**config.mk**
```make
export PLATFORM = sky130hd
export DESIGN_NAME = ack_retransmit_tracker_unit_flat
export DESIGN_NICKNAME = d
export VERILOG_FILES = /design/src/rtl/ackrt_pkg.sv /design/src/rtl/ackrt_if.sv /design/src/rtl/ackrt_ram.sv /design/src/rtl/ackrt_slot_eval.sv /design/src/rtl/ack_retransmit_tracker_unit.sv /design/src/flat_wrapper.sv
export SDC_FILE = /design/constraint.sdc
export NUM_CORES = 2
export LEC_CHECK = 0
export BUFFER_PORTS_ARGS = -buffer_cell sky130_fd_sc_hd__buf_2
export CAP_MARGIN = 20
export CORE_AREA = 2 2 427 429
export DETAILED_ROUTE_END_ITERATION = 16
export DIE_AREA = 0 0 429 431
export GPL_TIMING_DRIVEN = 0
export HOLD_SLACK_MARGIN = 0.05
export PLACE_DENSITY_LB_ADDON = 0.12
export SYNTH_ARGS = -nofsm -noshare
export SYNTH_HDL_FRONTEND = slang
export SYNTH_SLANG_ARGS = --single-unit
```
**constraint.sdc**
```tcl
create_clock -name clk -period 10.5 [get_ports clk]
set_input_delay 0 -clock clk [delete_from_list [all_inputs] [get_ports clk]]
set_output_delay 0 -clock clk [all_outputs]
set_load 0.05 [all_outputs]
```
**src/rtl/ackrt_pkg.sv**
```systemverilog
`default_nettype none
package ackrt_pkg;

  localparam int TABLE_SLOTS_DEF = 16;
  localparam int SEQ_W = 32;
  localparam int ADDR_W = 32;
  localparam int PORT_W = 16;
  localparam int HANDLE_W = 16;
  localparam int ATT_W = 4;
  localparam int AGE_W = 16;
  localparam int CFG_IDX_W = 1;
  localparam int CFG_DATA_W = 16;

  localparam logic [AGE_W-1:0] TIMEOUT_RESET = 16'd10;
  localparam logic [ATT_W-1:0] MAX_ATT_RESET = 4'd5;
  localparam logic [AGE_W-1:0] AGE_MAX = '1;
  localparam logic [ATT_W-1:0] ATT_FIRST = 4'd1;

  // opcode three carries no meaning and is dropped
  localparam logic [1:0] OP_NOP = 2'd3;

  typedef enum logic [1:0] {
    OP_SEND = 2'd0,
    OP_ACK  = 2'd1,
    OP_TICK = 2'd2
  } op_t;

  typedef enum logic [2:0] {
    EV_SENT   = 3'd0,
    EV_FULL   = 3'd1,
    EV_ACKED  = 3'd2,
    EV_RESEND = 3'd3,
    EV_GAVEUP = 3'd4
  } event_t;

  typedef enum logic [CFG_IDX_W-1:0] {
    CFG_TIMEOUT = 1'b0,
    CFG_MAX_ATT = 1'b1
  } cfg_idx_t;

  typedef enum logic [2:0] {
    ST_IDLE,
    ST_PRIME,
    ST_SCAN,
    ST_COMMIT,
    ST_FLUSH
  } state_t;

  typedef struct packed {
    logic [SEQ_W-1:0]    seq;
    logic [ADDR_W-1:0]   address;
    logic [PORT_W-1:0]   port;
    logic [HANDLE_W-1:0] handle;
    logic [ATT_W-1:0]    attempts;
    logic [AGE_W-1:0]    age;
  } entry_t;

  typedef struct packed {
    event_t              event_res;
    logic [SEQ_W-1:0]    seq;
    logic                accepted;
    logic [ADDR_W-1:0]   address;
    logic [PORT_W-1:0]   port;
    logic [HANDLE_W-1:0] handle;
  } evt_t;

  // verdict of the shared slot unit for one slot
  typedef struct packed {
    logic   stop;
    logic   emit;
    logic   clear;
    logic   write;
    entry_t wentry;
    evt_t   evt;
  } eval_t;

endpackage
`default_nettype wire

```
**src/rtl/ackrt_if.sv**
```systemverilog
`default_nettype none
interface ackrt_cmd_if;
  logic                               valid;
  logic                               ready;
  logic [1:0]                         op;
  logic [ackrt_pkg::ADDR_W-1:0]       dest_address;
  logic [ackrt_pkg::PORT_W-1:0]       dest_port;
  logic [ackrt_pkg::HANDLE_W-1:0]     message_handle;
  logic [ackrt_pkg::SEQ_W-1:0]        ack_sequence;
  logic                               ack_accepted;

  modport source (output valid, op, dest_address, dest_port, message_handle,
                  ack_sequence, ack_accepted, input ready);
  modport sink (input valid, op, dest_address, dest_port, message_handle,
                ack_sequence, ack_accepted, output ready);
endinterface

interface ackrt_evt_if;
  logic                               valid;
  logic                               ready;
  logic [2:0]                         event_res;
  logic [ackrt_pkg::SEQ_W-1:0]        sequence_res;
  logic                               accepted;
  logic [ackrt_pkg::ADDR_W-1:0]       out_address;
  logic [ackrt_pkg::PORT_W-1:0]       out_port;
  logic [ackrt_pkg::HANDLE_W-1:0]     out_handle;
  logic                               last;

  modport source (output valid, event_res, sequence_res, accepted, out_address,
                  out_port, out_handle, last, input ready);
  modport sink (input valid, event_res, sequence_res, accepted, out_address,
                out_port, out_handle, last, output ready);
endinterface

interface ackrt_cfg_if;
  logic                               valid;
  logic                               ready;
  logic [ackrt_pkg::CFG_IDX_W-1:0]    index;
  logic [ackrt_pkg::CFG_DATA_W-1:0]   data;

  modport source (output valid, index, data, input ready);
  modport sink (input valid, index, data, output ready);
endinterface
`default_nettype wire

```
**src/rtl/ackrt_ram.sv**
```systemverilog
`default_nettype none
module ackrt_ram #(
  parameter int WIDTH = 8,
  parameter int DEPTH = 16
) (
  input  wire logic                                        clk,
  input  wire logic                                        we,
  input  wire logic [((DEPTH > 1) ? $clog2(DEPTH) : 1)-1:0] waddr,
  input  wire logic [WIDTH-1:0]                            wdata,
  input  wire logic [((DEPTH > 1) ? $clog2(DEPTH) : 1)-1:0] raddr,
  output logic      [WIDTH-1:0]                            rdata
);
  logic [WIDTH-1:0] mem [DEPTH];

  always_ff @(posedge clk) begin
    if (we) begin
      mem[waddr] <= wdata;
    end
    rdata <= mem[raddr];
  end
endmodule
`default_nettype wire

```
**src/rtl/ackrt_slot_eval.sv**
```systemverilog
`default_nettype none
// shared compare / age unit, looks at one slot per cycle while the scan is not stalled
module ackrt_slot_eval (
  input  wire logic [1:0]                      op,
  input  wire logic                            slot_valid,
  input  wire ackrt_pkg::entry_t               entry,
  input  wire logic [ackrt_pkg::SEQ_W-1:0]     key,
  input  wire logic                            accepted,
  input  wire logic [ackrt_pkg::AGE_W-1:0]     timeout,
  input  wire logic [ackrt_pkg::ATT_W-1:0]     max_att,
  output ackrt_pkg::eval_t                     res
);
  logic [ackrt_pkg::AGE_W-1:0] age_inc;
  logic                        seq_hit;
  logic                        due;
  logic                        give_up;

  always_comb begin
    age_inc = (entry.age == ackrt_pkg::AGE_MAX) ? entry.age
                                                : entry.age + ackrt_pkg::AGE_W'(1);
    seq_hit = slot_valid && (entry.seq == key);
    due     = !(age_inc < timeout);
    give_up = !(entry.attempts < max_att);

    res               = '0;
    res.wentry        = entry;
    res.evt.event_res = ackrt_pkg::EV_SENT;
    unique case (op)
      ackrt_pkg::OP_SEND: begin
        res.stop = seq_hit;
      end
      ackrt_pkg::OP_ACK: begin
        res.stop              = seq_hit;
        res.emit              = seq_hit;
        res.clear             = seq_hit;
        res.evt.event_res     = ackrt_pkg::EV_ACKED;
        res.evt.seq           = key;
        res.evt.accepted      = accepted;
      end
      ackrt_pkg::OP_TICK: begin
        res.evt.seq = entry.seq;
        if (slot_valid && due && give_up) begin
          res.emit          = 1'b1;
          res.clear         = 1'b1;
          res.evt.event_res = ackrt_pkg::EV_GAVEUP;
        end else if (slot_valid && due) begin
          res.emit            = 1'b1;
          res.write           = 1'b1;
          res.wentry.attempts = entry.attempts + ackrt_pkg::ATT_W'(1);
          res.wentry.age      = '0;
          res.evt.event_res   = ackrt_pkg::EV_RESEND;
          res.evt.address     = entry.address;
          res.evt.port        = entry.port;
          res.evt.handle      = entry.handle;
        end else begin
          res.write      = slot_valid;
          res.wentry.age = age_inc;
        end
      end
      default: begin
        res.stop = 1'b0;
      end
    endcase
  end
endmodule
`default_nettype wire

```
**src/rtl/ack_retransmit_tracker_unit.sv**
```systemverilog
`default_nettype none
// channel  role   carries
// cfg      sink   register index and write data, always ready
// cmd      sink   op, destination, handle, ack sequence and flag
// evt      source event, sequence, flag, destination, handle, last
//
// a send, ack or tick scans the table one slot per unstalled cycle through the slot ram:
// take the word, prime the ram read, scan up to TABLE_SLOTS slots,
// commit the entry for a send only, then flush
// an ack stops at the matching slot, opcode three returns to idle at once
// rst is synchronous, clears valid bits and sequence counter, resets registers
// events wait in a one-deep pending stage so the final one can carry last;
// a scan stalls only when a new event meets a full pending stage and an output
// word that is not taken, and the flush waits for the output the same way
module ack_retransmit_tracker_unit #(
  parameter int TABLE_SLOTS = ackrt_pkg::TABLE_SLOTS_DEF
) (
  input  wire logic   clk,
  input  wire logic   rst,
  ackrt_cfg_if.sink   cfg,
  ackrt_cmd_if.sink   cmd,
  ackrt_evt_if.source evt
);
  localparam int IW = (TABLE_SLOTS > 1) ? $clog2(TABLE_SLOTS) : 1;
  localparam logic [IW-1:0] LAST_SLOT = IW'(TABLE_SLOTS - 1);

  ackrt_pkg::state_t state, state_next;

  // latched command word
  logic [1:0]                          op_q;
  logic [ackrt_pkg::ADDR_W-1:0]        addr_q;
  logic [ackrt_pkg::PORT_W-1:0]        port_q;
  logic [ackrt_pkg::HANDLE_W-1:0]      handle_q;
  logic [ackrt_pkg::SEQ_W-1:0]         ackseq_q;
  logic                                ackacc_q;

  // configuration
  logic [ackrt_pkg::AGE_W-1:0]         timeout;
  logic [ackrt_pkg::ATT_W-1:0]         max_att;

  // table control
  logic [TABLE_SLOTS-1:0]              valid;
  logic [ackrt_pkg::SEQ_W-1:0]         next_seq;
  logic [IW-1:0]                       scan;
  logic                                match_found;
  logic [IW-1:0]                       match_slot;
  logic                                free_found;
  logic [IW-1:0]                       free_slot;

  // event staging
  logic                                pend_valid;
  ackrt_pkg::evt_t                     pend;
  logic                                out_valid;
  ackrt_pkg::evt_t                     out_evt;
  logic                                out_last;

  // ram and shared unit hookup
  logic                                ram_we;
  logic [IW-1:0]                       ram_waddr;
  ackrt_pkg::entry_t                   ram_wdata;
  logic [IW-1:0]                       ram_raddr;
  logic [$bits(ackrt_pkg::entry_t)-1:0] ram_rdata;
  ackrt_pkg::entry_t                   rd_entry;
  ackrt_pkg::eval_t                    ev;
  logic [ackrt_pkg::SEQ_W-1:0]         key;

  // handshake and sequencing controls
  logic                                take;
  logic                                out_free;
  logic                                stall;
  logic                                scan_end;
  logic                                found;
  logic [IW-1:0]                       commit_slot;
  ackrt_pkg::evt_t                     commit_evt;
  logic                                push_new;
  ackrt_pkg::evt_t                     new_evt;
  logic                                move_out;
  logic                                move_last;

  assign rd_entry = ackrt_pkg::entry_t'(ram_rdata);
  assign key      = (op_q == ackrt_pkg::OP_SEND) ? next_seq : ackseq_q;

  ackrt_ram #(
    .WIDTH ($bits(ackrt_pkg::entry_t)),
    .DEPTH (TABLE_SLOTS)
  ) u_ram (
    .clk   (clk),
    .we    (ram_we),
    .waddr (ram_waddr),
    .wdata (ram_wdata),
    .raddr (ram_raddr),
    .rdata (ram_rdata)
  );

  ackrt_slot_eval u_eval (
    .op         (op_q),
    .slot_valid (valid[scan]),
    .entry      (rd_entry),
    .key        (key),
    .accepted   (ackacc_q),
    .timeout    (timeout),
    .max_att    (max_att),
    .res        (ev)
  );

  // next state
  always_comb begin
    state_next = state;
    unique case (state)
      ackrt_pkg::ST_IDLE: begin
        if (cmd.valid) begin
          state_next = (cmd.op == ackrt_pkg::OP_NOP) ? ackrt_pkg::ST_IDLE
                                                      : ackrt_pkg::ST_PRIME;
        end
      end
      ackrt_pkg::ST_PRIME: begin
        state_next = ackrt_pkg::ST_SCAN;
      end
      ackrt_pkg::ST_SCAN: begin
        if (!stall && scan_end) begin
          state_next = (op_q == ackrt_pkg::OP_SEND) ? ackrt_pkg::ST_COMMIT
                                                     : ackrt_pkg::ST_FLUSH;
        end
      end
      ackrt_pkg::ST_COMMIT: begin
        state_next = ackrt_pkg::ST_FLUSH;
      end
      ackrt_pkg::ST_FLUSH: begin
        if (!pend_valid || out_free) begin
          state_next = ackrt_pkg::ST_IDLE;
        end
      end
      default: begin
        state_next = ackrt_pkg::ST_IDLE;
      end
    endcase
  end

  // datapath controls
  always_comb begin
    cmd.ready = (state == ackrt_pkg::ST_IDLE);
    take      = cmd.valid && cmd.ready;
    out_free  = !out_valid || evt.ready;
    stall     = (state == ackrt_pkg::ST_SCAN) && ev.emit && pend_valid && !out_free;
    scan_end  = ev.stop || (scan == LAST_SLOT);

    // an existing entry with the same sequence wins over the lowest free slot
    found       = match_found || free_found;
    commit_slot = match_found ? match_slot : free_slot;

    commit_evt = '0;
    if (found) begin
      commit_evt.event_res = ackrt_pkg::EV_SENT;
      commit_evt.seq       = next_seq;
      commit_evt.address   = addr_q;
      commit_evt.port      = port_q;
      commit_evt.handle    = handle_q;
    end else begin
      commit_evt.event_res = ackrt_pkg::EV_FULL;
    end

    ram_raddr = scan;
    ram_we    = 1'b0;
    ram_waddr = scan;
    ram_wdata = ev.wentry;
    push_new  = 1'b0;
    new_evt   = ev.evt;
    move_out  = 1'b0;
    move_last = 1'b0;

    unique case (state)
      ackrt_pkg::ST_SCAN: begin
        if (!stall) begin
          ram_raddr = scan + IW'(1);
          ram_we    = ev.write;
          push_new  = ev.emit;
          move_out  = ev.emit && pend_valid;
        end
      end
      ackrt_pkg::ST_COMMIT: begin
        ram_we             = found;
        ram_waddr          = commit_slot;
        ram_wdata.seq      = next_seq;
        ram_wdata.address  = addr_q;
        ram_wdata.port     = port_q;
        ram_wdata.handle   = handle_q;
        ram_wdata.attempts = ackrt_pkg::ATT_FIRST;
        ram_wdata.age      = '0;
        push_new           = 1'b1;
        new_evt            = commit_evt;
      end
      ackrt_pkg::ST_FLUSH: begin
        move_out  = pend_valid && out_free;
        move_last = 1'b1;
      end
      default: begin
        ram_we = 1'b0;
      end
    endcase
  end

  always_ff @(posedge clk) begin
    if (rst) begin
      state       <= ackrt_pkg::ST_IDLE;
      timeout     <= ackrt_pkg::TIMEOUT_RESET;
      max_att     <= ackrt_pkg::MAX_ATT_RESET;
      valid       <= '0;
      next_seq    <= '0;
      match_found <= 1'b0;
      free_found  <= 1'b0;
      pend_valid  <= 1'b0;
      out_valid   <= 1'b0;
    end else begin
      state <= state_next;

      if (cfg.valid) begin
        unique case (ackrt_pkg::cfg_idx_t'(cfg.index))
          ackrt_pkg::CFG_TIMEOUT: timeout <= cfg.data;
          ackrt_pkg::CFG_MAX_ATT: max_att <= cfg.data[ackrt_pkg::ATT_W-1:0];
        endcase
      end

      if (take) begin
        match_found <= 1'b0;
        free_found  <= 1'b0;
      end

      if (state == ackrt_pkg::ST_SCAN && !stall) begin
        if (ev.clear) begin
          valid[scan] <= 1'b0;
        end
        if (op_q == ackrt_pkg::OP_SEND) begin
          if (ev.stop) begin
            match_found <= 1'b1;
          end
          if (!valid[scan] && !free_found) begin
            free_found <= 1'b1;
          end
        end
      end

      if (state == ackrt_pkg::ST_COMMIT && found) begin
        valid[commit_slot] <= 1'b1;
        next_seq           <= next_seq + ackrt_pkg::SEQ_W'(1);
      end

      if (push_new) begin
        pend_valid <= 1'b1;
      end else if (move_out) begin
        pend_valid <= 1'b0;
      end

      out_valid <= move_out || (out_valid && !evt.ready);
    end
  end

  // payload registers, no reset
  always_ff @(posedge clk) begin
    if (take) begin
      op_q     <= cmd.op;
      addr_q   <= cmd.dest_address;
      port_q   <= cmd.dest_port;
      handle_q <= cmd.message_handle;
      ackseq_q <= cmd.ack_sequence;
      ackacc_q <= cmd.ack_accepted;
      scan     <= '0;
    end else if (state == ackrt_pkg::ST_SCAN && !stall && !scan_end) begin
      scan <= scan + IW'(1);
    end

    if (state == ackrt_pkg::ST_SCAN && !stall && op_q == ackrt_pkg::OP_SEND) begin
      if (ev.stop) begin
        match_slot <= scan;
      end
      if (!valid[scan] && !free_found) begin
        free_slot <= scan;
      end
    end

    if (push_new) begin
      pend <= new_evt;
    end
    if (move_out) begin
      out_evt  <= pend;
      out_last <= move_last;
    end
  end

  assign cfg.ready        = 1'b1;
  assign evt.valid        = out_valid;
  assign evt.event_res    = out_evt.event_res;
  assign evt.sequence_res = out_evt.seq;
  assign evt.accepted     = out_evt.accepted;
  assign evt.out_address  = out_evt.address;
  assign evt.out_port     = out_evt.port;
  assign evt.out_handle   = out_evt.handle;
  assign evt.last         = out_last;
endmodule
`default_nettype wire

```
**src/flat_wrapper.sv**
```systemverilog
// flat-port wrapper written by rule: the top's interface ports become plain ports
module ack_retransmit_tracker_unit_flat 
#(
  parameter int TABLE_SLOTS = ackrt_pkg::TABLE_SLOTS_DEF
)
  (clk, rst, cfg_valid, cfg_index, cfg_data, cfg_ready, cmd_valid, cmd_op, cmd_dest_address, cmd_dest_port, cmd_message_handle, cmd_ack_sequence, cmd_ack_accepted, cmd_ready, evt_valid, evt_event_res, evt_sequence_res, evt_accepted, evt_out_address, evt_out_port, evt_out_handle, evt_last, evt_ready);
  ackrt_cfg_if cfg_i ();
  ackrt_cmd_if cmd_i ();
  ackrt_evt_if evt_i ();
  input  wire logic clk;
  input  wire logic rst;
  input wire logic [$bits(cfg_i.valid)-1:0] cfg_valid;
  input wire logic [$bits(cfg_i.index)-1:0] cfg_index;
  input wire logic [$bits(cfg_i.data)-1:0] cfg_data;
  output wire logic [$bits(cfg_i.ready)-1:0] cfg_ready;
  input wire logic [$bits(cmd_i.valid)-1:0] cmd_valid;
  input wire logic [$bits(cmd_i.op)-1:0] cmd_op;
  input wire logic [$bits(cmd_i.dest_address)-1:0] cmd_dest_address;
  input wire logic [$bits(cmd_i.dest_port)-1:0] cmd_dest_port;
  input wire logic [$bits(cmd_i.message_handle)-1:0] cmd_message_handle;
  input wire logic [$bits(cmd_i.ack_sequence)-1:0] cmd_ack_sequence;
  input wire logic [$bits(cmd_i.ack_accepted)-1:0] cmd_ack_accepted;
  output wire logic [$bits(cmd_i.ready)-1:0] cmd_ready;
  output wire logic [$bits(evt_i.valid)-1:0] evt_valid;
  output wire logic [$bits(evt_i.event_res)-1:0] evt_event_res;
  output wire logic [$bits(evt_i.sequence_res)-1:0] evt_sequence_res;
  output wire logic [$bits(evt_i.accepted)-1:0] evt_accepted;
  output wire logic [$bits(evt_i.out_address)-1:0] evt_out_address;
  output wire logic [$bits(evt_i.out_port)-1:0] evt_out_port;
  output wire logic [$bits(evt_i.out_handle)-1:0] evt_out_handle;
  output wire logic [$bits(evt_i.last)-1:0] evt_last;
  input wire logic [$bits(evt_i.ready)-1:0] evt_ready;
  assign cfg_i.valid = cfg_valid;
  assign cfg_i.index = cfg_index;
  assign cfg_i.data = cfg_data;
  assign cfg_ready = cfg_i.ready;
  assign cmd_i.valid = cmd_valid;
  assign cmd_i.op = cmd_op;
  assign cmd_i.dest_address = cmd_dest_address;
  assign cmd_i.dest_port = cmd_dest_port;
  assign cmd_i.message_handle = cmd_message_handle;
  assign cmd_i.ack_sequence = cmd_ack_sequence;
  assign cmd_i.ack_accepted = cmd_ack_accepted;
  assign cmd_ready = cmd_i.ready;
  assign evt_valid = evt_i.valid;
  assign evt_event_res = evt_i.event_res;
  assign evt_sequence_res = evt_i.sequence_res;
  assign evt_accepted = evt_i.accepted;
  assign evt_out_address = evt_i.out_address;
  assign evt_out_port = evt_i.out_port;
  assign evt_out_handle = evt_i.out_handle;
  assign evt_last = evt_i.last;
  assign evt_i.ready = evt_ready;
  ack_retransmit_tracker_unit #(.TABLE_SLOTS(TABLE_SLOTS)) u_core (.clk(clk), .rst(rst), .cfg(cfg_i), .cmd(cmd_i), .evt(evt_i));
endmodule
```
==> key figures <==
STA
  • Max Clk Rate: 119 MHz
  • Final Max Slew Viols: 0
  • Final Skew: approximately 0.053 ns
  • Final setup vio count: 0
  • Ratio of final minimum period to clock period: between 70% and 80%
  • Slew HR: roughly an eighth
  • Final hold violation count: 0
  • RSZ-0062 raised after global routing: false
  • Sum of negative setup slack: 0 ns
  • Tmin final: roughly 8.4 ns
  • Worst Tran Pin Value: 1.31 ns

Global route
  • Vias in the first global route: between 60000 and 70000
  • First-pass GRT wire length: 499000 um
  • Global route total overflow: 0
  • Pin count of the biggest net entering global routing: 57
  • GR Util All Layers: 37.9%
  • Initial antenna violation count: 19

Floorplan
  • Die W: about 430 um
  • Initial Util: roughly 57%
  • I/O Pins: roughly 230
  • Chip height: between 400 and 500 um
  • Die area: 185000 sq um
  • Core Region: 180000 sq um
  • Num rows: 156

Power and ir drop
  • Clock share of power: 37.8%
  • Leakage: around 38 nW
  • Switching part of the total: between 20% and 30%
  • VDD IR-drop max: between 150 and 200 uV
  • NetSw: roughly 5.8 mW
  • P per Cell Area: roughly 180 nW/um^2
  • Seq pwr share: between 40% and 50%
  • Combinational Power Share: about 13%
  • Internal power: 16.3 mW

Layout
  • Area Growth Syn to Fin: 17.3%
  • Share of cells above drive strength 1: between 10% and 20%
  • Final cell count without fillers: around 11000
  • Fin nets: approximately 8000
  • Fill count: between 10000 and 15000

Detailed routing
  • Residual DRC count: 0
  • Starting DRT DRC Count: between 10000 and 15000
  • Drt first pass iters: 6
  • Total Wirelength: between 300000 and 400000 um
  • Vias: a little over 70000
  • Wire per inst: approximately 34 um
  • Vias per cell: 6.80
  • Post-route ant nets: 0

Setup path
  • Slowest CP cell: buf_1
  • Worst Reg-to-Reg Cells: 24
  • CP max FO: 48
  • CP cell instances: ha_1 -> nand3_1 -> nor4_4 -> nor3_1 -> and3_1 -> nand3_1 -> nor2_1 -> xor2_1 -> ha_1 -> nand4_1 -> nor3_1 -> o21ai_0 -> o2111ai_2 -> and3_1 -> buf_2 -> nor3_2 -> buf_6 -> buf_2 -> clkbuf_1 -> buf_1 -> nand3_1 -> nand2_4 -> buf_12 -> buf_16
  • Crit path kind: reg2reg
  • CP most frequent cell: nand3_1
  • WP data arrival: between 8 and 9 ns
  • Worst setup EP type: flop
  • Worst path required time: between 10 and 15 ns
  • R2r startpoint: u_core.u_ram.rdata[0]
  • Delay-heaviest family, CP: buffers and inverters
  • Critical Path Max Stage Delay: roughly 0.9 ns
  • Reg2reg end: u_core.pend[10]
  • CP startpoint kind: flop
  • Worst path bufs/invs: 7
  • FF-to-FF setup slack: 2.13 ns

Clock network
  • Clk_lat worst skew: slightly above 0.9 ns
  • TritonCTS Buffers: approximately 230
  • Post-CTS setup buffer count: 0
  • Clk sinks: approximately 2400
  • Htree depth: 4
  • CTS tree: done
  • Clk Tree Root Cell: clkbuf_16
  • Hold_buf cts: around 270
  • Max Root-Sink Buffers: 3
  • Clk pin slew, worst setup/hold paths: approximately 0.060 ns
  • Post-CTS resize count: 0

Yosys
  • Ys Warns: 0
  • Mapped cell area: slightly above 100000 sq um
  • Main flop type after synthesis: edfxtp_1
  • Sequential share of the synthesized area: 67.3%
  • FFs w/ async S/R, synth: 0%
  • Synthesized Nets: 7216
  • Distinct cells, synth: 68
  • Post-synth EDFFs: approximately 2200
  • Yosys reg bits: between 2000 and 2500
  • Syn Inst Count: roughly 7100
  • Average size of a mapped cell: ~14 sq um

Placed design
  • Placer congestion estimate: between 0.9 and 1
  • Placed insts: between 9000 and 10000
  • Port buffer count: between 200 and 250
  • Hpwl dp: about 250000 um

Flow run
  • Maxcap violations: 0

Worst hold path
  • Hold crit path type: in2reg
  • Hold_sp: evt_ready
  • Hold endpoint: u_core.evt.valid
  • Hold Path Cell Cnt: 5

Status
  • Outcome: finished clean
-- synthesized netlist by cell type, types with 65 or more instances --
cell	n	area share (%)
edfxtp_1	2164	64
mux2i_1	1054	10
nand2_1	644	2.4
clkbuf_1	414	1.5
o221ai_1	331	2.8
nor2_1	308	1.1
o22ai_1	198	1.2
dfxtp_1	195	3.8
a22oi_1	191	1.4
a21oi_1	168	0.82
nor3_1	158	0.77
or3_1	105	0.64
mux4_2	98	2.2
a32o_1	97	0.95
o21ai_0	76	0.37
o21a_1	66	0.48
o32ai_1	65	0.56
-- sequential cells by signal, summed over array words and instances (netlist names), 32 cells and up --
name,flops
u_core.evt.out_address,32
u_core.addr_q,32
u_core.ackseq_q,32
u_core.pend,100
u_core.u_ram.mem,1856
u_core.u_ram.rdata,116
u_core.next_seq,32
u_core.evt.sequence_res,32
-- routing by layer --
layer / GRT usage [%] / wire length [um]
met2: 56.8 / 157000
met4: 24.8 / 27000
met5: 0 / 124
met1: 49.3 / 131000
met3: 9.81 / 41700
-- cell type report --
class	instances	area (sq um)	share of cell area, %
plain buffers	539	2230	1.86
multi-input cells	4134	31300	26.0
repair buffers	645	6840	5.70
inverters	35	136	0.114
clock inverters	120	1100	0.918
well taps	2370	2970	2.47
clock buffers	328	6580	5.48
diodes	16	40.0	0.0334
flip-flops and latches	2359	68900	57.4
-- worst min-delay path: cells and delay by family --
family / cells / cell delay (ns)
buffers and inverters: 2 / 0.62
and+or+nand+nor: 3 / 0.40
-- cell families after synthesis --
| group | count (synthesis) | share of synthesized area, % |
|---|---|---|
| fa+ha+maj | 28 | 0.342 |
| xor+xnor | 75 | 0.642 |
| compound gates | 1382 | 10.1 |
| simple gates | 1467 | 6.48 |
| other cells | 1 | 0.00367 |
| flops | 2359 | 67.3 |
| mux | 1181 | 12.8 |
| buf+inv | 574 | 2.27 |
-- how the worst max path moves through the flow --
stage,from,endpoint,slack [ns],cells after the start
3_3_place_gp,u_core.scan[1],u_core.u_ram.mem[11][25],-7.25,9
2_1_floorplan,u_core.u_ram.rdata[0],u_core.u_ram.mem[8][0],0.56,24
3_5_place_dp,u_core.u_ram.rdata[0],u_core.pend[10],2.58,24
5_1_grt,u_core.u_ram.rdata[0],u_core.pend[10],1.97,24
4_1_cts,u_core.u_ram.rdata[0],u_core.pend[10],2.53,24
6_report,u_core.u_ram.rdata[0],u_core.pend[10],2.13,24
-- metrics by stage --
stage	hold slack (ns)	setup WS (ns)	utilization, %	cell area, sq um	total power, mW
floorplan	0.0989	0.556	-	102000	12.6
global route	0.194	1.97	66.6	120000	22.6
CTS	0.119	2.53	66.5	120000	22.0
finish	0.165	2.13	66.6	120000	22.1
global placement	0.178	-7.25	59.1	106000	13.6
detailed placement	0.178	2.58	60.8	109000	13.7
-- power by group through the flow --
stage | Clock (mW) | Sequential [mW] | Combinational, mW
2_1_floorplan | 0 | 10.9 | 1.70
3_3_place_gp | 0 | 11.0 | 2.65
3_5_place_dp | 0 | 11.0 | 2.76
4_1_cts | 8.37 | 10.8 | 2.85
5_1_grt | 8.76 | 10.8 | 3.08
6_report | 8.37 | 10.8 | 2.97
-- cells in the final DEF, fill, tap and decap left out, types with 198 or more instances in the layout --
master,instances
buf_2,278
o221ai_1,331
nand2_1,643
nor2_1,291
clkbuf_16,234
o22ai_1,198
dlygate4sd3_1,266
mux2i_1,1054
clkbuf_1,442
edfxtp_1,2164
(Power assumes the default switching activity.)
